File: config.mk
export PLATFORM = sky130hd
export DESIGN_NAME = grey_level_contrast_remap
export DESIGN_NICKNAME = d
export VERILOG_FILES = /design/src/design/glcr_pkg.sv /design/src/design/grey_level_contrast_remap.sv /design/src/design/glcr_setup.sv /design/src/design/glcr_mult.sv /design/src/design/glcr_div.sv /design/src/design/glcr_sat.sv
export VERILOG_INCLUDE_DIRS = /design/src /design/src/design
export SDC_FILE = /design/constraint.sdc
export NUM_CORES = 1
export LEC_CHECK = 0
export BUFFER_PORTS_ARGS = -buffer_cell sky130_fd_sc_hd__buf_2
export CORE_UTILIZATION = 60
export CTS_CLUSTER_DIAMETER = 40
export DETAILED_ROUTE_END_ITERATION = 10
export GPL_TIMING_DRIVEN = 0
export PLACE_DENSITY = 0.77
export SLEW_MARGIN = 10
export SYNTH_ARGS = -nofsm -noshare
export SYNTH_HDL_FRONTEND = slang
export SYNTH_SLANG_ARGS = --single-unit
File: constraint.sdc
create_clock -name clk -period 7.9 [get_ports clk]
set_clock_uncertainty 0.15 [all_clocks]
set_input_delay 0.395 -clock clk [delete_from_list [all_inputs] [get_ports clk]]
set_output_delay 0.395 -clock clk [all_outputs]
set_load 0.01 [all_outputs]
File: src/design/grey_level_contrast_remap_assert.svh
// ----------------------------------------------------------------------------
// grey_level_contrast_remap assertion macros
// Concurrent checks on clk, disabled while rst_n is low.
// ----------------------------------------------------------------------------
`ifndef GREY_LEVEL_CONTRAST_REMAP_ASSERT_SVH
`define GREY_LEVEL_CONTRAST_REMAP_ASSERT_SVH

`ifndef SYNTHESIS
`define GLCR_ASSERT(label, ante, cons, msg) \
    label: assert property (@(posedge clk) disable iff (!rst_n) (ante) |-> (cons)) \
        else $error(msg);
`define GLCR_ASSERT_NEXT(label, ante, cons, msg) \
    label: assert property (@(posedge clk) disable iff (!rst_n) (ante) |=> (cons)) \
        else $error(msg);
`else
`define GLCR_ASSERT(label, ante, cons, msg)
`define GLCR_ASSERT_NEXT(label, ante, cons, msg)
`endif

`endif

File: src/design/glcr_pkg.sv
// ----------------------------------------------------------------------------
// glcr_pkg
// Shared types and constants of the grey level contrast remap pipeline.
// ----------------------------------------------------------------------------
`timescale 1ns / 1ps
`default_nettype none

package glcr_pkg;

    localparam int PIX_W     = 8;
    localparam int QUO_W     = 9;
    localparam int CFG_IDX_W = 2;

    localparam logic [CFG_IDX_W-1:0] REG_GREY_LOW  = CFG_IDX_W'(0);
    localparam logic [CFG_IDX_W-1:0] REG_GREY_HIGH = CFG_IDX_W'(1);

    typedef logic [PIX_W-1:0] pix_t;

    typedef struct packed {
        pix_t pix;
        logic pass;
        logic zero;
        logic neg;
        pix_t divisor;
    } ctl_t;

    typedef struct packed {
        pix_t             rem;
        logic [QUO_W-1:0] low;
        logic [QUO_W-1:0] quo;
        logic             ovf;
    } div_t;

endpackage

`default_nettype wire

File: src/design/grey_level_contrast_remap.sv
// ----------------------------------------------------------------------------
// grey_level_contrast_remap
// Piecewise-linear contrast stretch of 8-bit grey pixels, six-stage pipeline.
// ----------------------------------------------------------------------------
// channel   signals                          request
// input     in_valid, in_stall, pixel_in     one grey pixel
// output    out_valid, out_stall, pixel_out  one remapped pixel
// config    cfg_write, cfg_index, cfg_data   register write, no wait
//
// One pixel per clock while in_stall is low; stages are setup, multiply, three divider
// stages of three quotient bits each, and clamp.
// rst_n clears the valid bits and sets grey_low to 0, grey_high to 255.
// out_stall holds only the stages behind the output with no bubble ahead.
// ----------------------------------------------------------------------------
`timescale 1ns / 1ps
`default_nettype none

`include "grey_level_contrast_remap_assert.svh"

module grey_level_contrast_remap
    import glcr_pkg::*;
#(
    parameter int PIXEL_MAX = 255
)
(
    input  wire logic                 clk,
    input  wire logic                 rst_n,
    input  wire logic                 in_valid,
    output logic                      in_stall,
    input  wire pix_t                 pixel_in,
    output logic                      out_valid,
    input  wire logic                 out_stall,
    output pix_t                      pixel_out,
    input  wire logic                 cfg_write,
    input  wire logic [CFG_IDX_W-1:0] cfg_index,
    input  wire pix_t                 cfg_data
);

    localparam int PM_BITS   = $clog2(PIXEL_MAX + 1);
    localparam int FACT_W    = (PM_BITS > QUO_W) ? PM_BITS : QUO_W;
    localparam int PROD_W    = PIX_W + FACT_W;
    localparam int DEPTH     = 6;
    localparam int DIV_STEPS = QUO_W / 3;
    localparam logic [PIX_W-1:0] PIX_TOP = (PIXEL_MAX < 255) ? PIX_W'(PIXEL_MAX) : '1;

    pix_t                grey_low_reg;
    pix_t                grey_high_reg;
    logic [DEPTH-1:0]    valid_reg;
    logic [DEPTH-1:0]    valid_next;
    logic [DEPTH-1:0]    en;

    ctl_t                s1_ctl;
    pix_t                s1_span;
    logic [FACT_W-1:0]   s1_fact;
    ctl_t                s2_ctl;
    logic [PROD_W-1:0]   s2_prod;
    div_t                d0_div;
    ctl_t                d1_ctl;
    div_t                d1_div;
    ctl_t                d2_ctl;
    div_t                d2_div;
    ctl_t                d3_ctl;
    div_t                d3_div;

    always_ff @(posedge clk or negedge rst_n)
    begin
        if (!rst_n)
        begin
            grey_low_reg  <= '0;
            grey_high_reg <= '1;
        end
        else if (cfg_write)
        begin
            if (cfg_index == REG_GREY_LOW)
                grey_low_reg <= cfg_data;
            if (cfg_index == REG_GREY_HIGH)
                grey_high_reg <= cfg_data;
        end
    end

    always_comb
    begin
        en[DEPTH-1] = !valid_reg[DEPTH-1] || !out_stall;
        for (int i = DEPTH - 2; i >= 0; i--)
            en[i] = !valid_reg[i] || en[i+1];
        valid_next = {valid_reg[DEPTH-2:0], in_valid};
    end

    always_ff @(posedge clk or negedge rst_n)
    begin
        if (!rst_n)
            valid_reg <= '0;
        else
            valid_reg <= (en & valid_next) | (~en & valid_reg);
    end

    assign in_stall  = !en[0];
    assign out_valid = valid_reg[DEPTH-1];

    glcr_setup #(
        .PIXEL_MAX (PIXEL_MAX),
        .FACT_W    (FACT_W)
    ) u_setup (
        .clk       (clk),
        .en        (en[0]),
        .pixel     (pixel_in),
        .grey_low  (grey_low_reg),
        .grey_high (grey_high_reg),
        .ctl       (s1_ctl),
        .span      (s1_span),
        .fact      (s1_fact)
    );

    glcr_mult #(
        .FACT_W (FACT_W),
        .PROD_W (PROD_W)
    ) u_mult (
        .clk     (clk),
        .en      (en[1]),
        .src_ctl (s1_ctl),
        .span    (s1_span),
        .fact    (s1_fact),
        .ctl     (s2_ctl),
        .prod    (s2_prod)
    );

    // quotient beyond QUO_W bits only saturates, so flag it and divide the rest
    always_comb
    begin
        d0_div.ovf = (s2_prod[PROD_W-1:QUO_W] >= (PROD_W-QUO_W)'(s2_ctl.divisor));
        d0_div.rem = s2_prod[QUO_W+PIX_W-1:QUO_W];
        d0_div.low = s2_prod[QUO_W-1:0];
        d0_div.quo = '0;
    end

    glcr_div #(
        .STEPS (DIV_STEPS)
    ) u_div1 (
        .clk     (clk),
        .en      (en[2]),
        .src_ctl (s2_ctl),
        .src_div (d0_div),
        .ctl     (d1_ctl),
        .div     (d1_div)
    );

    glcr_div #(
        .STEPS (DIV_STEPS)
    ) u_div2 (
        .clk     (clk),
        .en      (en[3]),
        .src_ctl (d1_ctl),
        .src_div (d1_div),
        .ctl     (d2_ctl),
        .div     (d2_div)
    );

    glcr_div #(
        .STEPS (QUO_W - 2 * DIV_STEPS)
    ) u_div3 (
        .clk     (clk),
        .en      (en[4]),
        .src_ctl (d2_ctl),
        .src_div (d2_div),
        .ctl     (d3_ctl),
        .div     (d3_div)
    );

    glcr_sat #(
        .PIX_TOP (PIX_TOP)
    ) u_sat (
        .clk     (clk),
        .en      (en[5]),
        .src_ctl (d3_ctl),
        .src_div (d3_div),
        .pixel   (pixel_out)
    );

    `GLCR_ASSERT(a_stall_only_when_full, in_stall, &valid_reg, "input stalled with a bubble in the pipeline")
    `GLCR_ASSERT(a_divisor_nonzero, valid_reg[0] && !s1_ctl.pass && !s1_ctl.zero, s1_ctl.divisor != '0, "zero divisor on a live item")
    `GLCR_ASSERT_NEXT(a_pass_through, en[5] && valid_reg[4] && d3_ctl.pass, pixel_out == $past(d3_ctl.pix), "inverted window did not pass the pixel")

endmodule

`default_nettype wire

File: src/design/glcr_setup.sv
// ----------------------------------------------------------------------------
// glcr_setup
// Midpoint, branch choice, distance, scale factor and divisor per pixel.
// ----------------------------------------------------------------------------
`timescale 1ns / 1ps
`default_nettype none

module glcr_setup
    import glcr_pkg::*;
#(
    parameter int PIXEL_MAX = 255,
    parameter int FACT_W    = 9
)
(
    input  wire logic              clk,
    input  wire logic              en,
    input  wire pix_t              pixel,
    input  wire pix_t              grey_low,
    input  wire pix_t              grey_high,
    output ctl_t                   ctl,
    output pix_t                   span,
    output logic [FACT_W-1:0]      fact
);

    localparam logic [FACT_W-1:0] PM_V = FACT_W'(PIXEL_MAX);

    logic [PIX_W:0]      sum;
    pix_t                mid;
    logic                upper;
    logic [FACT_W-1:0]   hi_f;
    ctl_t                ctl_next;
    ctl_t                ctl_reg;
    pix_t                span_next;
    pix_t                span_reg;
    logic [FACT_W-1:0]   fact_next;
    logic [FACT_W-1:0]   fact_reg;

    always_comb
    begin
        sum   = {1'b0, grey_low} + {1'b0, grey_high};
        mid   = sum[PIX_W:1];
        upper = (pixel >= mid);
        hi_f  = FACT_W'(grey_high);

        ctl_next.pix  = pixel;
        ctl_next.pass = (grey_low >= grey_high);
        ctl_next.zero = !upper && (mid == grey_low);
        if (upper)
        begin
            span_next        = pixel - mid;
            ctl_next.neg     = (PM_V < hi_f);
            fact_next        = (PM_V < hi_f) ? (hi_f - PM_V) : (PM_V - hi_f);
            ctl_next.divisor = grey_high - mid;
        end
        else
        begin
            span_next        = mid - pixel;
            ctl_next.neg     = 1'b1;
            fact_next        = FACT_W'(grey_low);
            ctl_next.divisor = mid - grey_low;
        end
    end

    always_ff @(posedge clk)
    begin
        if (en)
        begin
            ctl_reg  <= ctl_next;
            span_reg <= span_next;
            fact_reg <= fact_next;
        end
    end

    assign ctl  = ctl_reg;
    assign span = span_reg;
    assign fact = fact_reg;

endmodule

`default_nettype wire

File: src/design/glcr_mult.sv
// ----------------------------------------------------------------------------
// glcr_mult
// Distance times scale factor, registered.
// ----------------------------------------------------------------------------
`timescale 1ns / 1ps
`default_nettype none

module glcr_mult
    import glcr_pkg::*;
#(
    parameter int FACT_W = 9,
    parameter int PROD_W = 17
)
(
    input  wire logic              clk,
    input  wire logic              en,
    input  wire ctl_t              src_ctl,
    input  wire pix_t              span,
    input  wire logic [FACT_W-1:0] fact,
    output ctl_t                   ctl,
    output logic [PROD_W-1:0]      prod
);

    ctl_t                ctl_reg;
    logic [PROD_W-1:0]   prod_next;
    logic [PROD_W-1:0]   prod_reg;

    always_comb
    begin
        prod_next = PROD_W'(span) * PROD_W'(fact);
    end

    always_ff @(posedge clk)
    begin
        if (en)
        begin
            ctl_reg  <= src_ctl;
            prod_reg <= prod_next;
        end
    end

    assign ctl  = ctl_reg;
    assign prod = prod_reg;

endmodule

`default_nettype wire

File: src/design/glcr_div.sv
// ----------------------------------------------------------------------------
// glcr_div
// STEPS restoring division steps, one quotient bit each, registered.
// ----------------------------------------------------------------------------
`timescale 1ns / 1ps
`default_nettype none

module glcr_div
    import glcr_pkg::*;
#(
    parameter int STEPS = 3
)
(
    input  wire logic clk,
    input  wire logic en,
    input  wire ctl_t src_ctl,
    input  wire div_t src_div,
    output ctl_t      ctl,
    output div_t      div
);

    ctl_t           ctl_reg;
    div_t           div_next;
    div_t           div_reg;
    logic [PIX_W:0] r9;
    logic [PIX_W:0] dv;

    always_comb
    begin
        div_next = src_div;
        dv       = {1'b0, src_ctl.divisor};
        r9       = '0;
        for (int i = 0; i < STEPS; i++)
        begin
            r9 = {div_next.rem, div_next.low[QUO_W-1]};
            if (r9 >= dv)
            begin
                div_next.rem = PIX_W'(r9 - dv);
                div_next.quo = {div_next.quo[QUO_W-2:0], 1'b1};
            end
            else
            begin
                div_next.rem = r9[PIX_W-1:0];
                div_next.quo = {div_next.quo[QUO_W-2:0], 1'b0};
            end
            div_next.low = {div_next.low[QUO_W-2:0], 1'b0};
        end
    end

    always_ff @(posedge clk)
    begin
        if (en)
        begin
            ctl_reg <= src_ctl;
            div_reg <= div_next;
        end
    end

    assign ctl = ctl_reg;
    assign div = div_reg;

endmodule

`default_nettype wire

File: src/design/glcr_sat.sv
// ----------------------------------------------------------------------------
// glcr_sat
// Applies the signed offset to the pixel and clamps to the output range, or passes the pixel or gives zero per flags.
// ----------------------------------------------------------------------------
`timescale 1ns / 1ps
`default_nettype none

module glcr_sat
    import glcr_pkg::*;
#(
    parameter logic [7:0] PIX_TOP = 8'hFF
)
(
    input  wire logic clk,
    input  wire logic en,
    input  wire ctl_t src_ctl,
    input  wire div_t src_div,
    output pix_t      pixel
);

    logic [QUO_W-1:0]        quo;
    logic signed [QUO_W+1:0] pix_s;
    logic signed [QUO_W+1:0] quo_s;
    logic signed [QUO_W+1:0] val;
    pix_t                    pixel_next;
    pix_t                    pixel_reg;

    always_comb
    begin
        quo   = src_div.ovf ? '1 : src_div.quo;
        pix_s = $signed((QUO_W+2)'(src_ctl.pix));
        quo_s = $signed((QUO_W+2)'(quo));
        val   = src_ctl.neg ? (pix_s - quo_s) : (pix_s + quo_s);
        priority if (src_ctl.pass)
            pixel_next = src_ctl.pix;
        else if (src_ctl.zero)
            pixel_next = '0;
        else if (val < 0)
            pixel_next = '0;
        else if (val > $signed((QUO_W+2)'(PIX_TOP)))
            pixel_next = PIX_TOP;
        else
            pixel_next = val[PIX_W-1:0];
    end

    always_ff @(posedge clk)
    begin
        if (en)
        begin
            pixel_reg <= pixel_next;
        end
    end

    assign pixel = pixel_reg;

endmodule

`default_nettype wire
==> out/summary.txt <==
Max Cap Violations: 0
outcome: finished clean
first-pass GRT wire length: 46,200 um
area share of the largest cell type after synthesis: 36.0%
largest net degree at the start of global routing: 39
fin. max-slew vios: 0
layout cells sized above 1: 11.4%
Critical Path Max Stage Delay: 0.49 ns
Synth Area in Simple Gates: 10.6%
CTS max path bufs: 2
IO Pins: 33
row cnt: 56
grt ovf: 0
mux cell area share after synthesis: 5.01%
die height: 158 um
drt drc: 0
minimum clock period: 7.48 ns
# nets final: 1,638
Async S/R FF share, synth: 11.2%
CP most frequent cell: o21ai_0
synthesized net count: 1,583
TritonCTS clock tree: done
clock latency on the worst-skew pair: 0.43 ns
ANT cells: 0
wirelength, routed: 27,500 um
most common cell after layout, fill and taps aside: ha_1
Initial Util: 61.5%
Max Clk Rate: 134 MHz
WP data arrival: 7.50 ns
Hold Crit Class: in -> reg
post-synthesis average cell area: 10.9 um^2
YS warnings: 0
sequential area share after synthesis: 39.8%
routed len/inst: 16.0 um
adder-cell area share of the yosys netlist: 22.7%
DPL Wire Length: 21,700 um
final setup TNS: 0 ns
final setup vio count: 0
most frequent cells in the layout: ha_1, edfxtp_1, inv_1
Register Area: 5790 um^2
Req. time, crit path: 7.93 ns
Startpoint Class: register
Core ar.: 23,600 um^2
Compound-Gate Fraction of Synth Area: 12.0%
via count of the first global-routing pass: 9,721
Num CTS Buffers: 17
Post-synth EDFFs: 174
Post-Syn Instances: 1,327
clock transition at the registers of the reported paths: 0.08 ns
slowest cell on the critical path: edfxtp_1
Port Buf Inserts: 32
largest family of logic cells by synthesized area: adder cells
area of the mapped netlist: 14,500 um^2
RSZ-0062 raised after global routing: false
H-Tree Depth: 4
worst relative slew slack: 34.6%
via count: 9,678
Layout area overhead: 8.43%
#FFs+latches synth: 196
nature of the critical path endpoint: register
Tcrit/Tclk final: 94.6%
GP Congestion: 0.912
Worst Max-Slew Pin Slew: 0.975 ns
Synth Area in XOR/XNOR: 4.88%
GRT Overall Usage: 23.7%
root buf cell: clkbuf_16
die footprint: 24,800 um^2
top post-synthesis cells by area: edfxtp_1, ha_1, fa_1
Bufs and invs on worst path: 5
number of fill cells: 1,756
crit-path leading delay family: compound AO/OA/AOI/OAI gates
initial DRC count: 607
CP Max Fanout: 10
Via density: 5.65
commonest register cell after synthesis: edfxtp_1
post_cts resized: 0
post-synth cell types: 72
initial antenna violation count: 0
TritonCTS Sinks: 196
Final Hold Viols: 0
DRT Pass-1 Iters: 5
area occupied by multi-input gates: 8030 um^2
Die X: 158 um
kind of critical path: reg -> reg
Final ANT Viol Nets: 0
Synth area leader: edfxtp_1
==> final timing paths <==
| check | startpoint | cells after the start | end | slack [ns] |
|---|---|---|---|---|
| max in group asynchronous | rst_n | 2 | grey_high_reg[6] | 6.89 |
| worst max-delay path | u_mult.ctl[1] | 31 | u_div1.div[21] | 0.42 |
| worst min register to register | u_div2.ctl[16] | 0 | u_div3.ctl[16] | 0.26 |
| min in group asynchronous | rst_n | 2 | grey_low_reg[1] | 0.34 |
| worst min-delay path | cfg_data[4] | 3 | grey_low_reg[4] | 0.03 |
| worst max register to register | u_mult.ctl[1] | 31 | u_div1.div[21] | 0.42 |
==> repair_timing <==
item,4_1_cts,5_1_grt
endpoints found under the hold margin,15,0
hold buffers,2,0
buffers inserted,0,1
setup endpoints to repair,0,9
==> worst register-to-register path, delay by kind of cell, from the launching register on <==
kind | cells | cell delay [ns]
flip-flops | 1 | 0.49
buffers and inverters | 5 | 0.90
adder cells (fa/ha/maj) | 3 | 0.95
multiplexers | 2 | 0.69
AO/OA/AOI/OAI | 14 | 3.13
AND/OR/NAND/NOR | 7 | 0.92
==> cells in the mapped netlist, types with 4 or more instances <==
master	instances
and3_1	6
or2_2	12
xnor2_1	55
nor2b_1	20
o211ai_1	7
a22o_1	9
nand2_1	89
o21a_1	10
o21ai_0	59
mux2i_1	15
dfstp_2	8
o21bai_1	13
mux2_2	30
a21o_1	28
a21oi_1	76
fa_1	51
clkbuf_1	7
nand2b_1	20
a211o_1	4
nand3_1	15
nand4_1	11
nor2_1	68
a2111oi_0	4
ha_1	182
inv_1	172
edfxtp_1	174
and2_1	35
or3_1	4
nor3b_1	5
dfrtp_1	14
nor3_1	13
mux2_4	16
xor2_1	26
a211oi_1	9
==> routing by layer <==
metal  vias up  share of wire (%)  wire (um)  GRT usage, %
met2       201                 51      14000          43.3
li1       4758                  -          -             -
met3        47                3.3        916          3.42
met4         0                2.0        549          6.98
met5         -                  0          0             0
met1      4672                 44      12000          28.9
==> area by class of cell <==
type | instances | share of cell area [%]
Buffer | 12 | 0.389
Clock buffer | 19 | 2.81
Clock inverter | 13 | 0.961
Inverter | 174 | 4.16
Multi-Input combinational cell | 945 | 51.0
Sequential cell | 196 | 36.7
Tap cell | 319 | 2.53
Timing Repair Buffer | 36 | 1.40
==> per-stage QoR <==
step / area (um^2) / setup WS (ns) / util, % / hold WS [ns] / std cells
after floorplan: 14500 / 1.45 / - / -0.0506 / 1327
after global placement: 15100 / 0.604 / 63.9 / 0.226 / 1678
after detailed placement: 15100 / 0.350 / 64.0 / 0.239 / 1679
after CTS: 15700 / 0.286 / 66.6 / 0.0198 / 1713
after global routing: 15700 / 0.00680 / 66.7 / 0.0291 / 1714
final: 15700 / 0.424 / 66.7 / 0.0276 / 1714
==> logic make-up after synthesis <==
kind of cell	count (synthesis)
xor gates and xnor gates	81
adders and majority gates	233
and+or+nand+nor	310
DFF	196
muxes	61
buffers and inverters	186
AOI/OAI and AO/OA	260
Power is not shown: default switching activity piles up to over one toggle a cycle in this logic, so the estimate is an artifact.
